$ cat src/rtl/bldc_ramp_pkg.sv
// Shared types and constants for the open-loop startup ramp block.
// Used by the controller, the datapath, the divider and the top level.
`timescale 1ns / 1ps
`default_nettype none

package bldc_ramp_pkg;

    // Field and register widths
    localparam int unsigned STEP_W   = 3;
    localparam int unsigned FREQ_W   = 32;
    localparam int unsigned CLK_W    = 32;
    localparam int unsigned CFGF_W   = 20;
    localparam int unsigned CNT_W    = 16;
    localparam int unsigned CFG_IDX_W = 3;
    localparam int unsigned CFG_DATA_W = 32;

    // Last six-step commutation index
    localparam logic [STEP_W-1:0] STEP_LAST = 3'd5;

    // Register reset values
    localparam logic [CLK_W-1:0]  RST_TIMER_CLOCK = 32'd1000000;
    localparam logic [CFGF_W-1:0] RST_MIN_FREQ    = 20'd100;
    localparam logic [CFGF_W-1:0] RST_MAX_FREQ    = 20'd2000;
    localparam logic [CNT_W-1:0]  RST_STEPS       = 16'd2;
    localparam logic [CFGF_W-1:0] RST_FREQ_INC    = 20'd3;

    // Configuration register indexes
    typedef enum logic [CFG_IDX_W-1:0] {
        REG_TIMER_CLOCK = 3'd0,
        REG_MIN_FREQ    = 3'd1,
        REG_MAX_FREQ    = 3'd2,
        REG_STEPS       = 3'd3,
        REG_FREQ_INC    = 3'd4
    } cfg_reg_t;

    // Item function codes
    typedef enum logic [1:0] {
        FUNC_BEGIN = 2'd0,
        FUNC_TICK  = 2'd1,
        FUNC_FIXED = 2'd2
    } func_t;

    // Controller to datapath commands
    typedef struct packed {
        logic take;      // item accepted this cycle
        logic load_out;  // move pending result into output register
    } ctrl_cmd_t;

    // Datapath to controller status
    typedef struct packed {
        logic need_div;  // accepted item needs a timer reload
        logic div_busy;  // divider still iterating
    } dp_sts_t;

endpackage

`default_nettype wire

$ cat src/rtl/bldc_ramp_div.sv
// Iterative restoring divider, one quotient bit per cycle.
// Uses bldc_ramp_pkg for widths.
`timescale 1ns / 1ps
`default_nettype none

module bldc_ramp_div
    import bldc_ramp_pkg::*;
(
    input  wire logic              clk,
    input  wire logic              rst_n,
    input  wire logic              start,
    input  wire logic [CLK_W-1:0]  dividend,
    input  wire logic [FREQ_W-1:0] divisor,
    output logic                   busy,
    output logic [CLK_W-1:0]       quotient
);

    localparam int unsigned ITER_W = $clog2(CLK_W + 1);

    logic [ITER_W-1:0] iter_reg, iter_next;
    logic [CLK_W-1:0]  quo_reg, quo_next;
    logic [FREQ_W-1:0] rem_reg, rem_next;
    logic [FREQ_W-1:0] den_reg, den_next;
    logic [FREQ_W:0]   shifted;
    logic [FREQ_W+1:0] trial;

    // One restoring step: shift in next dividend bit, try subtract
    always_comb
    begin
        shifted   = {rem_reg, quo_reg[CLK_W-1]};
        trial     = {1'b0, shifted} - {2'b00, den_reg};
        iter_next = iter_reg;
        quo_next  = quo_reg;
        rem_next  = rem_reg;
        den_next  = den_reg;
        if (start)
        begin
            iter_next = ITER_W'(CLK_W);
            quo_next  = dividend;
            rem_next  = '0;
            den_next  = divisor;
        end
        else if (iter_reg != '0)
        begin
            iter_next = iter_reg - ITER_W'(1);
            if (trial[FREQ_W+1])
            begin
                rem_next = shifted[FREQ_W-1:0];
                quo_next = {quo_reg[CLK_W-2:0], 1'b0};
            end
            else
            begin
                rem_next = trial[FREQ_W-1:0];
                quo_next = {quo_reg[CLK_W-2:0], 1'b1};
            end
        end
    end

    // Iteration count
    always_ff @(posedge clk or negedge rst_n)
    begin
        if (!rst_n)
            iter_reg <= '0;
        else
            iter_reg <= iter_next;
    end

    // Working registers
    always_ff @(posedge clk)
    begin
        quo_reg <= quo_next;
        rem_reg <= rem_next;
        den_reg <= den_next;
    end

    assign busy     = (iter_reg != '0);
    assign quotient = quo_reg;

endmodule

`default_nettype wire

$ cat src/rtl/bldc_ramp_dp.sv
// Datapath: config registers, ramp state, pending result and output payload.
// Uses bldc_ramp_pkg and instantiates bldc_ramp_div.
`timescale 1ns / 1ps
`default_nettype none

module bldc_ramp_dp
    import bldc_ramp_pkg::*;
(
    input  wire logic                  clk,
    input  wire logic                  rst_n,
    input  wire logic                  cfg_we,
    input  wire logic [CFG_IDX_W-1:0]  cfg_index,
    input  wire logic [CFG_DATA_W-1:0] cfg_data,
    input  wire logic [1:0]            func,
    input  wire logic                  in_closed_loop,
    input  wire ctrl_cmd_t             cmd,
    output dp_sts_t                    sts,
    output logic [STEP_W-1:0]          step_index,
    output logic                       step_valid,
    output logic [CLK_W-1:0]           timer_reload,
    output logic                       reload_valid,
    output logic                       enter_closed_loop
);

    // Configuration registers
    logic [CLK_W-1:0]  clk_hz_reg;
    logic [CFGF_W-1:0] min_freq_reg;
    logic [CFGF_W-1:0] max_freq_reg;
    logic [CNT_W-1:0]  steps_reg;
    logic [CFGF_W-1:0] freq_inc_reg;

    // Ramp state
    logic [FREQ_W-1:0] freq_reg, freq_next;
    logic [STEP_W-1:0] step_reg, step_next;
    logic [CNT_W-1:0]  cnt_reg, cnt_next;

    // Pending result
    logic [STEP_W-1:0] res_step_reg, res_step_next;
    logic              res_sv_reg, res_sv_next;
    logic              res_rv_reg, res_rv_next;
    logic              res_enter_reg, res_enter_next;
    logic              res_zero_reg, res_zero_next;

    // Output payload
    logic [STEP_W-1:0] out_step_reg;
    logic              out_sv_reg;
    logic [CLK_W-1:0]  out_reload_reg, out_reload_next;
    logic              out_rv_reg;
    logic              out_enter_reg;

    logic [STEP_W-1:0] step_adv;
    logic [CNT_W-1:0]  cnt_dec;
    logic [FREQ_W:0]   freq_sum;
    logic [FREQ_W-1:0] freq_sat;
    logic              need_div;
    logic              div_busy;
    logic [CLK_W-1:0]  div_quo;

    // Configuration writes
    always_ff @(posedge clk or negedge rst_n)
    begin
        if (!rst_n)
        begin
            clk_hz_reg   <= RST_TIMER_CLOCK;
            min_freq_reg <= RST_MIN_FREQ;
            max_freq_reg <= RST_MAX_FREQ;
            steps_reg    <= RST_STEPS;
            freq_inc_reg <= RST_FREQ_INC;
        end
        else if (cfg_we)
        begin
            unique case (cfg_index)
                REG_TIMER_CLOCK: clk_hz_reg   <= cfg_data;
                REG_MIN_FREQ:    min_freq_reg <= cfg_data[CFGF_W-1:0];
                REG_MAX_FREQ:    max_freq_reg <= cfg_data[CFGF_W-1:0];
                REG_STEPS:       steps_reg    <= cfg_data[CNT_W-1:0];
                REG_FREQ_INC:    freq_inc_reg <= cfg_data[CFGF_W-1:0];
                default:         ;
            endcase
        end
    end

    // Step advance, countdown and saturating frequency add
    assign step_adv = (step_reg >= STEP_LAST) ? '0 : step_reg + STEP_W'(1);
    assign cnt_dec  = cnt_reg - CNT_W'(1);
    assign freq_sum = {1'b0, freq_reg} + (FREQ_W + 1)'(freq_inc_reg);
    assign freq_sat = freq_sum[FREQ_W] ? '1 : freq_sum[FREQ_W-1:0];

    // Item decode
    always_comb
    begin
        freq_next      = freq_reg;
        step_next      = step_reg;
        cnt_next       = cnt_reg;
        res_step_next  = '0;
        res_sv_next    = 1'b0;
        res_rv_next    = 1'b0;
        res_enter_next = 1'b0;
        need_div       = 1'b0;
        unique case (func)
            FUNC_BEGIN:
            begin
                freq_next     = FREQ_W'(min_freq_reg);
                cnt_next      = steps_reg - CNT_W'(1);
                res_step_next = step_reg;
                res_sv_next   = 1'b1;
                res_rv_next   = 1'b1;
                need_div      = 1'b1;
            end
            FUNC_TICK:
            begin
                if (!in_closed_loop)
                begin
                    step_next     = step_adv;
                    res_step_next = step_adv;
                    res_sv_next   = 1'b1;
                    if (cnt_dec != '0)
                        cnt_next = cnt_dec;
                    else
                    begin
                        // countdown expired: next frequency and reload
                        cnt_next       = steps_reg;
                        freq_next      = freq_sat;
                        res_rv_next    = 1'b1;
                        res_enter_next = (freq_sat >= FREQ_W'(max_freq_reg));
                        need_div       = 1'b1;
                    end
                end
            end
            FUNC_FIXED:
            begin
                step_next     = step_adv;
                res_step_next = step_adv;
                res_sv_next   = 1'b1;
            end
            default: ;
        endcase
        res_zero_next = (freq_next == '0);
    end

    // Ramp state update
    always_ff @(posedge clk or negedge rst_n)
    begin
        if (!rst_n)
        begin
            freq_reg <= FREQ_W'(RST_MIN_FREQ);
            step_reg <= '0;
            cnt_reg  <= RST_STEPS;
        end
        else if (cmd.take)
        begin
            freq_reg <= freq_next;
            step_reg <= step_next;
            cnt_reg  <= cnt_next;
        end
    end

    // Pending result capture
    always_ff @(posedge clk)
    begin
        if (cmd.take)
        begin
            res_step_reg  <= res_step_next;
            res_sv_reg    <= res_sv_next;
            res_rv_reg    <= res_rv_next;
            res_enter_reg <= res_enter_next;
            res_zero_reg  <= res_zero_next;
        end
    end

    // Reload = clock / frequency - 1, all ones for zero frequency
    bldc_ramp_div u_div (
        .clk      (clk),
        .rst_n    (rst_n),
        .start    (cmd.take && need_div),
        .dividend (clk_hz_reg),
        .divisor  (freq_next),
        .busy     (div_busy),
        .quotient (div_quo)
    );

    always_comb
    begin
        if (!res_rv_reg)
            out_reload_next = '0;
        else if (res_zero_reg)
            out_reload_next = '1;
        else
            out_reload_next = div_quo - CLK_W'(1);
    end

    // Output payload register
    always_ff @(posedge clk)
    begin
        if (cmd.load_out)
        begin
            out_step_reg   <= res_step_reg;
            out_sv_reg     <= res_sv_reg;
            out_reload_reg <= out_reload_next;
            out_rv_reg     <= res_rv_reg;
            out_enter_reg  <= res_enter_reg;
        end
    end

    assign sts.need_div      = need_div;
    assign sts.div_busy      = div_busy;
    assign step_index        = out_step_reg;
    assign step_valid        = out_sv_reg;
    assign timer_reload      = out_reload_reg;
    assign reload_valid      = out_rv_reg;
    assign enter_closed_loop = out_enter_reg;

endmodule

`default_nettype wire

$ cat src/rtl/bldc_ramp_ctrl.sv
// Controller: input/output handshake and sequencing of the divider.
// Uses bldc_ramp_pkg command and status types.
`timescale 1ns / 1ps
`default_nettype none

module bldc_ramp_ctrl
    import bldc_ramp_pkg::*;
(
    input  wire logic    clk,
    input  wire logic    rst_n,
    input  wire logic    in_valid,
    output logic         in_stall,
    output logic         out_valid,
    input  wire logic    out_stall,
    output ctrl_cmd_t    cmd,
    input  wire dp_sts_t sts
);

    typedef enum logic [2:0] {
        S_IDLE = 3'b001,
        S_DIV  = 3'b010,
        S_PUSH = 3'b100
    } state_t;

    state_t state_reg, state_next;
    logic   out_valid_reg, out_valid_next;
    logic   take;
    logic   load_out;

    assign take     = in_valid && (state_reg == S_IDLE);
    assign load_out = (state_reg == S_PUSH) && (!out_valid_reg || !out_stall);

    // Next state
    always_comb
    begin
        state_next = state_reg;
        unique case (state_reg)
            S_IDLE:
            begin
                if (take)
                    state_next = sts.need_div ? S_DIV : S_PUSH;
            end
            S_DIV:
            begin
                if (!sts.div_busy)
                    state_next = S_PUSH;
            end
            S_PUSH:
            begin
                if (load_out)
                    state_next = S_IDLE;
            end
            default: state_next = S_IDLE;
        endcase
    end

    // Output slot occupancy
    always_comb
    begin
        out_valid_next = out_valid_reg;
        if (load_out)
            out_valid_next = 1'b1;
        else if (!out_stall)
            out_valid_next = 1'b0;
    end

    always_ff @(posedge clk or negedge rst_n)
    begin
        if (!rst_n)
        begin
            state_reg     <= S_IDLE;
            out_valid_reg <= 1'b0;
        end
        else
        begin
            state_reg     <= state_next;
            out_valid_reg <= out_valid_next;
        end
    end

    assign in_stall     = (state_reg != S_IDLE);
    assign out_valid    = out_valid_reg;
    assign cmd.take     = take;
    assign cmd.load_out = load_out;

endmodule

`default_nettype wire

$ cat src/rtl/bldc_open_loop_startup_ramp_core.sv
// Open-loop startup ramp for a six-step brushless motor drive.
// Input channel: func / in_closed_loop with in_valid, in_stall.
// Output channel: step_index, step_valid, timer_reload, reload_valid,
// enter_closed_loop with out_valid, out_stall. One result per item.
// Config port: cfg_we, cfg_index, cfg_data; write only while idle.
// Registers: 0 timer clock, 1 min freq, 2 max freq, 3 steps per
// increment, 4 frequency increment. Unknown indexes are ignored.
// Timing: an item without a timer reload is held in the pending result
// register on acceptance and moves into the output register once the
// slot is free. An item with a reload (begin, or a ramp tick that ends
// a countdown) first runs the serial divider, then moves the same way.
// One item is in work at a time: in_stall is high from acceptance until
// the result enters the output register.
// A stalled result holds in the output register; the next item may be
// accepted and worked meanwhile and then waits for the slot.
// Reset: registers to their defaults, step 0, frequency 100 Hz,
// countdown 2, no result pending.
// Uses bldc_ramp_pkg; instantiates bldc_ramp_ctrl and bldc_ramp_dp.
`timescale 1ns / 1ps
`default_nettype none

module bldc_open_loop_startup_ramp_core
    import bldc_ramp_pkg::*;
(
    input  wire logic                  clk,
    input  wire logic                  rst_n,
    input  wire logic                  cfg_we,
    input  wire logic [CFG_IDX_W-1:0]  cfg_index,
    input  wire logic [CFG_DATA_W-1:0] cfg_data,
    input  wire logic                  in_valid,
    output logic                       in_stall,
    input  wire logic [1:0]            func,
    input  wire logic                  in_closed_loop,
    output logic                       out_valid,
    input  wire logic                  out_stall,
    output logic [STEP_W-1:0]          step_index,
    output logic                       step_valid,
    output logic [CLK_W-1:0]           timer_reload,
    output logic                       reload_valid,
    output logic                       enter_closed_loop
);

    ctrl_cmd_t cmd;
    dp_sts_t   sts;

    // Handshake and sequencing
    bldc_ramp_ctrl u_ctrl (
        .clk       (clk),
        .rst_n     (rst_n),
        .in_valid  (in_valid),
        .in_stall  (in_stall),
        .out_valid (out_valid),
        .out_stall (out_stall),
        .cmd       (cmd),
        .sts       (sts)
    );

    // Ramp state, divider and result registers
    bldc_ramp_dp u_dp (
        .clk               (clk),
        .rst_n             (rst_n),
        .cfg_we            (cfg_we),
        .cfg_index         (cfg_index),
        .cfg_data          (cfg_data),
        .func              (func),
        .in_closed_loop    (in_closed_loop),
        .cmd               (cmd),
        .sts               (sts),
        .step_index        (step_index),
        .step_valid        (step_valid),
        .timer_reload      (timer_reload),
        .reload_valid      (reload_valid),
        .enter_closed_loop (enter_closed_loop)
    );

endmodule

`default_nettype wire

$ cat config.mk
export PLATFORM = sky130hd
export DESIGN_NAME = bldc_open_loop_startup_ramp_core
export DESIGN_NICKNAME = d
export VERILOG_FILES = /design/src/rtl/bldc_ramp_pkg.sv /design/src/rtl/bldc_ramp_div.sv /design/src/rtl/bldc_ramp_dp.sv /design/src/rtl/bldc_ramp_ctrl.sv /design/src/rtl/bldc_open_loop_startup_ramp_core.sv
export SDC_FILE = /design/constraint.sdc
export NUM_CORES = 1
export LEC_CHECK = 0
export BUFFER_PORTS_ARGS = -buffer_cell sky130_fd_sc_hd__buf_2
export CORE_UTILIZATION = 40
export CTS_CLUSTER_SIZE = 28
export DETAILED_ROUTE_END_ITERATION = 10
export PLACE_DENSITY = 0.6
export REMOVE_ABC_BUFFERS = 1
export SYNTH_ARGS = -nofsm -noshare
export SYNTH_HDL_FRONTEND = slang
export SYNTH_HIERARCHICAL = 1
export SYNTH_SLANG_ARGS = --single-unit
export TNS_END_PERCENT = 1
$ cat constraint.sdc
create_clock -name clk -period 7.5 [get_ports clk]
set_input_delay 0.375 -clock clk [delete_from_list [all_inputs] [get_ports clk]]
set_output_delay 0.375 -clock clk [all_outputs]
set_load 0.05 [all_outputs]
==> reports/results.tsv, run 1 <==
metric	value	unit
fp.coreArea	0.0444	sq mm
syn_area	0.0181	sq mm
routabilityCongestion	0.921	
dominantRegCellSynth	dfrtp_1	
die_outline_width	215	um
dpl.hpwl	35400	um
ctsRootBufferMaster	clkbuf_16	
flow.area_growth_from_synthesis	11.9	%
finish.cell_count_without_fillers	2462	
cts_setup_buffers	0	
rsz0062_at_grt	false	
antenna_found_initial	3	
start_util	0.408	
outcome	finished clean	
gr-usage-met2	0.341	
initialDrtViolationCount	1100	
final_min_period_over_clock_period	0.772	
post_cts_hold_buffer_count	1	
crit_path_start	u_dp/freq_reg[0]	
power_density	407	mW/mm^2
crit_arrival	6100	ps
min_period	5790	ps
startpoint_type	flop	
cts_buffers	37	
cts_repair_resize_count	0	
cts_tree	yes	
yosysSeqAreaShare	0.451	
numPortBuffers	82	
antenna_cells_inserted	0	
fp.dieArea	0.0462	sq mm
placed_cells_incl_taps	2394	
critical_path_class	flop to flop	
min-delay-start	cfg_data[30]	
finalMaxSlewViolations	0	
number_of_max_cap_violations	0	
grt_pass1_vias	13800	
placementRows	77	
grt_usage	0.215	
asyncSetResetFlopFracSynth	0.545	
synth_area_leader_cell	dfrtp_1	
endpoint_type_of_the_worst_setup_path	flop	
post_route_cells_drive_above_1_share	0.199	
postLayoutCoreUtil	0.457	
syn_inst	1790	
holdCritPathClass	input pin to flop	
share_of_the_synthesized_area_in_the_top_cell_type	0.200	
worst_clock_skew	23.9	ps
route.vias.total	14200	
final_nets	1966	
data_required_time_at_the_worst_endpoint	7810	ps
synth.avg_cell_area	10.1	sq um
synth.area.top_cells	dfrtp_1 (20%), edfxtp_1 (18%), mux2_2 (9.2%), ha_1 (5.5%), nand2_1 (3.5%)	
via_per_inst	5.77	
synth_warnings	6	
post_synth_num_cell_types	98	
grt_use_met1	0.302	
crit_path_max_fanout	22	
finalSetupViolations	0	
wl	49400	um
peakVddDrop	237	uV
route.detailed.wl_per_inst	20.1	um
synth_enable_flop_cells	109	
globalRoute.totalOverflow	0	
synth_seq_cells	310	
drc_errors_left	0	
fmax	173	MHz
hold_viol	0	
clkSinkCount	310	
dr.pass1.iters	5	
grt.met3_usage	0.0258	
fillCellCount	4226	
totalNegativeSetupSlack	0	ps
tightest_slew	1050	ps
grt_max_degree	107	
clock_latency	550	ps
floorplan.die.height	215	um
fin_total_pwr	8.26	mW
routing_layer_with_the_top_usage_in_global_route	met2	
max_slew_margin	0.295	
path_clk_slew	60	ps
cts-root-to-sink-buffers	3	
grt_pass1_wl	78300	um
worst_r2r_startpoint	u_dp/freq_reg[0]	
h_tree_depth	2	
p_leak	8.31	nW
remaining_antenna_violation_count_after_routing	0	
num_io_pins	83	
-- cell type report --
| class | instances | area (sq um) | share of cell area |
|---|---|---|---|
| Clock buffer | 51 | 1010 | 0.0498 |
| Clock inverter | 16 | 155 | 0.00765 |
| Inverter | 86 | 323 | 0.0159 |
| Multi-Input combinational cell | 1306 | 9310 | 0.459 |
| Sequential cell | 310 | 8170 | 0.403 |
| Tap cell | 592 | 741 | 0.0365 |
| Timing Repair Buffer | 101 | 562 | 0.0277 |
-- cells in the mapped netlist, drive strengths merged, types with 15 or more instances --
cell type / n
nand3: 44
a21boi: 19
and2: 17
a211oi: 23
a31oi: 24
clkbuf: 73
nor3: 48
nand2: 171
buf: 15
xor2: 35
o21ai: 77
ha: 79
nand4: 22
or3: 23
xnor2: 48
dfstp: 24
mux2: 148
a21o: 36
and3: 28
a21oi: 103
edfxtp: 109
nor2: 119
nor4: 17
dfxtp: 32
dfrtp: 145
a311oi: 20
o22ai: 17
inv: 84
-- cells by family (layout without fill, tap and decap cells) --
group / Yosys count / count (layout) / share of synthesized area
multiplexers: 160 / 160 / 0.0986
buffers and inverters: 174 / 254 / 0.0391
adder cells (fa/ha/maj): 81 / 81 / 0.0567
XOR/XNOR: 83 / 83 / 0.0401
AND/OR/NAND/NOR: 554 / 554 / 0.153
flip-flops: 310 / 310 / 0.451
AO/OA/AOI/OAI: 428 / 428 / 0.162
-- where the power goes --
| part | leakage [nW] | switching (mW) | internal, mW | total (mW) |
|---|---|---|---|---|
| clock network | 0.564 | 0.718 | 1.02 | 1.74 |
| logic | 4.41 | 2.15 | 1.59 | 3.73 |
| registers | 3.34 | 0.457 | 2.34 | 2.79 |
| total | 8.31 | 3.32 | 4.94 | 8.26 |
-- worst max-delay path: stages, from the launching register on --
cell and delay (ps):
dfrtp_1 390, ha_1 220, fa_1 420, a21o_1 230, a221oi_1 480, o41ai_1 150
or3_1 600, nand2_1 690, nand2b_1 130, ha_1 300, a21o_1 160, a21o_1 170
a21o_1 170, a21oi_1 150, nor2_1 60, a2111oi_0 540, o211ai_1 150, a211o_1 270
o31a_1 270
-- placed cells by master (no fill, tap or decap), types with 38 or more instances in the layout --
master	synthesis	layout
nand2_1	171	171
o21ai_0	70	70
nor3_1	47	45
nand3_1	43	43
dfrtp_1	145	145
buf_2	5	81
edfxtp_1	109	109
mux2_2	148	148
ha_1	79	79
xnor2_1	48	48
inv_1	83	82
clkbuf_16	0	38
nor2_1	119	118
a21oi_1	101	101
-- metal layers --
layer	part of all wire	vias up
met4	0.028	0
met2	0.46	411
met1	0.46	6993
met5	0	-
met3	0.050	81
li1	-	6726
-- through the flow --
step	worst slack [ps]	hold slack [ps]	cell area [sq um]
final	1710	71.8	20300
after global routing	1440	57.7	20300
after CTS	1810	42.3	20300
after detailed placement	1820	408	19100
after global placement	1820	405	19100
after floorplan	-262	79.4	17700
-- worst paths after layout --
path / to / slack, ps / depth (start not counted)
min in group asynchronous: u_dp/clk_hz_reg[3] / 500 / 2
worst min register to register: u_dp/step_index[1] / 420 / 0
worst max register to register: u_dp/res_enter_reg / 1710 / 18
worst max-delay path: u_dp/res_enter_reg / 1710 / 18
max in group asynchronous: u_dp/u_div/iter_reg[3] / 5550 / 3
worst min-delay path: u_dp/clk_hz_reg[30] / 70 / 2
(Power assumes the default switching activity.)
==> run 2: changes to the inputs <==
==> constraint.sdc (replaced) <==
create_clock -name clk -period 5.35 [get_ports clk]
set_input_delay 0.2675 -clock clk [delete_from_list [all_inputs] [get_ports clk]]
set_output_delay 0.2675 -clock clk [all_outputs]
set_load 0.05 [all_outputs]
==> run 2 against run 1 <==
  * Combinational power grew 40%
  * Critical path depth grew 2
  * Final cell count grew 1.0%
  * Sequential share of layout area shrank 0.73 points
  * Non-clock buffer count grew 25
  * Register-to-register slack lost 1300 ps
  * Wire length grew 0.39%
  * Via count shrank 1.0%
  * Clock skew shrank 2.1 ps
  * Worst hold slack lost 53 ps
==> reports/results.tsv, run 2 (synthesized netlist as in run 1, its figures left out) <==
metric	value	unit	change
outcome	finished clean		unchanged
clock_latency	560	ps	was 550 ps
max_slew_margin	0.305		was 0.295
die_outline_width	215	um	unchanged
peakVddDrop	334	uV	was 237 uV
number_of_max_cap_violations	0		unchanged
place_area	0.0192	sq mm	was 0.0191 sq mm
floorplan.die.height	215	um	unchanged
holdCritPathClass	input pin to flop		unchanged
multi_input_comb_area	0.00931	sq mm	unchanged
layout.cells.most_common	nand2_1		unchanged
grt_pass1_wl	78200	um	was 78300 um
clkSinkCount	310		unchanged
critical_path_class	flop to flop		unchanged
startpoint_type	flop		unchanged
numPortBuffers	82		unchanged
hold_viol	0		unchanged
grt_max_degree	100		was 107
postLayoutCoreUtil	0.465		was 0.457
finalMaxSlewViolations	0		unchanged
route.vias.total	14100		was 14200
cell_internal_pwr	7.13	mW	was 4.94 mW
route.detailed.wl_per_inst	20.0	um	was 20.1 um
placed_cells_incl_taps	2403		was 2394
placementRows	77		unchanged
cts-root-to-sink-buffers	3		unchanged
fillCellCount	4192		was 4226
post_route_cells_drive_above_1_share	0.205		was 0.199
ctsRootBufferMaster	clkbuf_16		unchanged
comb_power_share	0.443		was 0.452
min_period	4980	ps	was 5790 ps
p_leak	8.49	nW	was 8.31 nW
fin_ws	374	ps	was 1710 ps
swShare	0.397		was 0.402
final_min_period_over_clock_period	0.930		was 0.772
crit_arrival	5280	ps	was 6100 ps
start_util	0.408		unchanged
routabilityCongestion	0.905		was 0.921
seqCellArea	0.00817	sq mm	unchanged
h_tree_depth	2		unchanged
path_clk_slew	60	ps	about the same
remaining_antenna_violation_count_after_routing	0		unchanged
globalRoute.totalOverflow	0		unchanged
rsz0062_at_grt	false		unchanged
grt_pass1_vias	13900		was 13800
wl	49600	um	was 49400 um
cts_repair_resize_count	0		unchanged
flow.area_growth_from_synthesis	13.9	%	was 11.9%
layout.cell_area.non_filler	0.0207	sq mm	was 0.0203 sq mm
mostFrequentLayoutCells	nand2_1 (171), mux2_2 (148), dfrtp_1 (145), nor2_1 (118), edfxtp_1 (109)		unchanged
final_nets	1990		was 1966
fp.dieArea	0.0462	sq mm	unchanged
cts_setup_buffers	0		unchanged
via_per_inst	5.66		was 5.77
post_cts_hold_buffer_count	17		was 1
endpoint_type_of_the_worst_setup_path	flop		unchanged
initialDrtViolationCount	1067		was 1100
cts_buffers	36		was 37
dr.pass1.iters	5		unchanged
antenna_found_initial	2		was 3
data_required_time_at_the_worst_endpoint	5650	ps	was 7810 ps
finish.cell_count_without_fillers	2487		was 2462
cts_tree	yes		unchanged
seq_power_share	0.332		was 0.338
pre_cts_ws	473	ps	was 1820 ps
clock_power_share	0.225		was 0.210
power_density	573	mW/mm^2	was 407 mW/mm^2
power.switching	4.70	mW	was 3.32 mW
crit_path_max_fanout	3		was 22
dpl.hpwl	35500	um	was 35400 um
fp.coreArea	0.0444	sq mm	unchanged
grt_usage	0.215		about the same
fmax	201	MHz	was 173 MHz
tightest_slew	1040	ps	was 1050 ps
num_io_pins	83		unchanged
finalSetupViolations	0		unchanged
drc_errors_left	0		unchanged
fin_total_pwr	11.8	mW	was 8.26 mW
worst_clock_skew	21.8	ps	was 23.9 ps
run 2: cell count changes in the layout (fill, tap and decap cells not counted), sizes merged:
cell / previous run / this run
buf: 100 / 109
bufinv: 2 / 5
inv: 85 / 87
clkinvlp: 2 / 3
diode: 0 / 1
clkbuf: 51 / 44
dlygate4sd3: 1 / 17
run 2: final cells by class:
| class | instances | share of cell area |
|---|---|---|
| Tap cell | 592 | 0.0359 |
| Antenna cell | 1 | 0.000121 |
| Multi-Input combinational cell | 1306 | 0.451 |
| Timing Repair Buffer | 126 | 0.0388 |
| Sequential cell | 310 | 0.396 |
| Inverter | 86 | 0.0156 |
| Clock inverter | 22 | 0.0137 |
| Clock buffer | 44 | 0.0491 |
run 2: power by group through the flow:
stage | sequential, mW | combinational [mW] | clock, mW
6_report | 3.93 | 5.24 | 2.66
5_1_grt | 4.02 | 5.83 | 2.82
4_1_cts | 3.92 | 5.21 | 2.73
3_5_place_dp | 3.95 | 5.16 | 0
3_3_place_gp | 3.93 | 5.09 | 0
2_1_floorplan | 3.81 | 3.87 | 0
run 2: worst paths after layout:
path | startpoint | endpoint | slack (ps) | cells past startpoint
min reg2reg | u_dp/res_step_reg[1] | u_dp/step_index[1] | 420 | 0
min | cfg_data[6] | u_dp/max_freq_reg[6] | 20 | 3
max | u_dp/freq_reg[0] | u_dp/res_enter_reg | 370 | 20
min in group asynchronous | rst_n | u_dp/clk_hz_reg[3] | 280 | 2
max in group asynchronous | rst_n | u_dp/freq_inc_reg[16] | 3790 | 3
max reg2reg | u_dp/freq_reg[0] | u_dp/res_enter_reg | 370 | 20
run 2: critical path: stages (launching register included):
cell and delay, ps:
dfrtp_1 400, ha_1 220, fa_1 400, a21o_1 220, a221oi_1 240, buf_4 170, o41ai_1 70, or3_1 390
and2_1 170, nor2_1 110, ha_1 230, nand2b_1 140, a21o_1 170, a21o_1 160, a21o_1 170, a21oi_1 140
nor2_1 60, a2111oi_0 530, o211ai_1 170, a211o_1 280, o31a_1 260
run 2: layer usage:
layer	GRT usage	wire length (um)	vias up
met2	0.335	22600	320
met3	0.0294	2130	79
met1	0.301	23400	6908
li1	-	-	6760
met5	0	0	-
met4	0.0821	1530	0
run 2: per-stage QoR:
stage	hold WS (ps)	setup TNS, ps
6_report	18.9	0
4_1_cts	2.91	0
3_5_place_dp	340	0
2_1_floorplan	-28.1	-203650
3_3_place_gp	341	0
5_1_grt	30.0	0
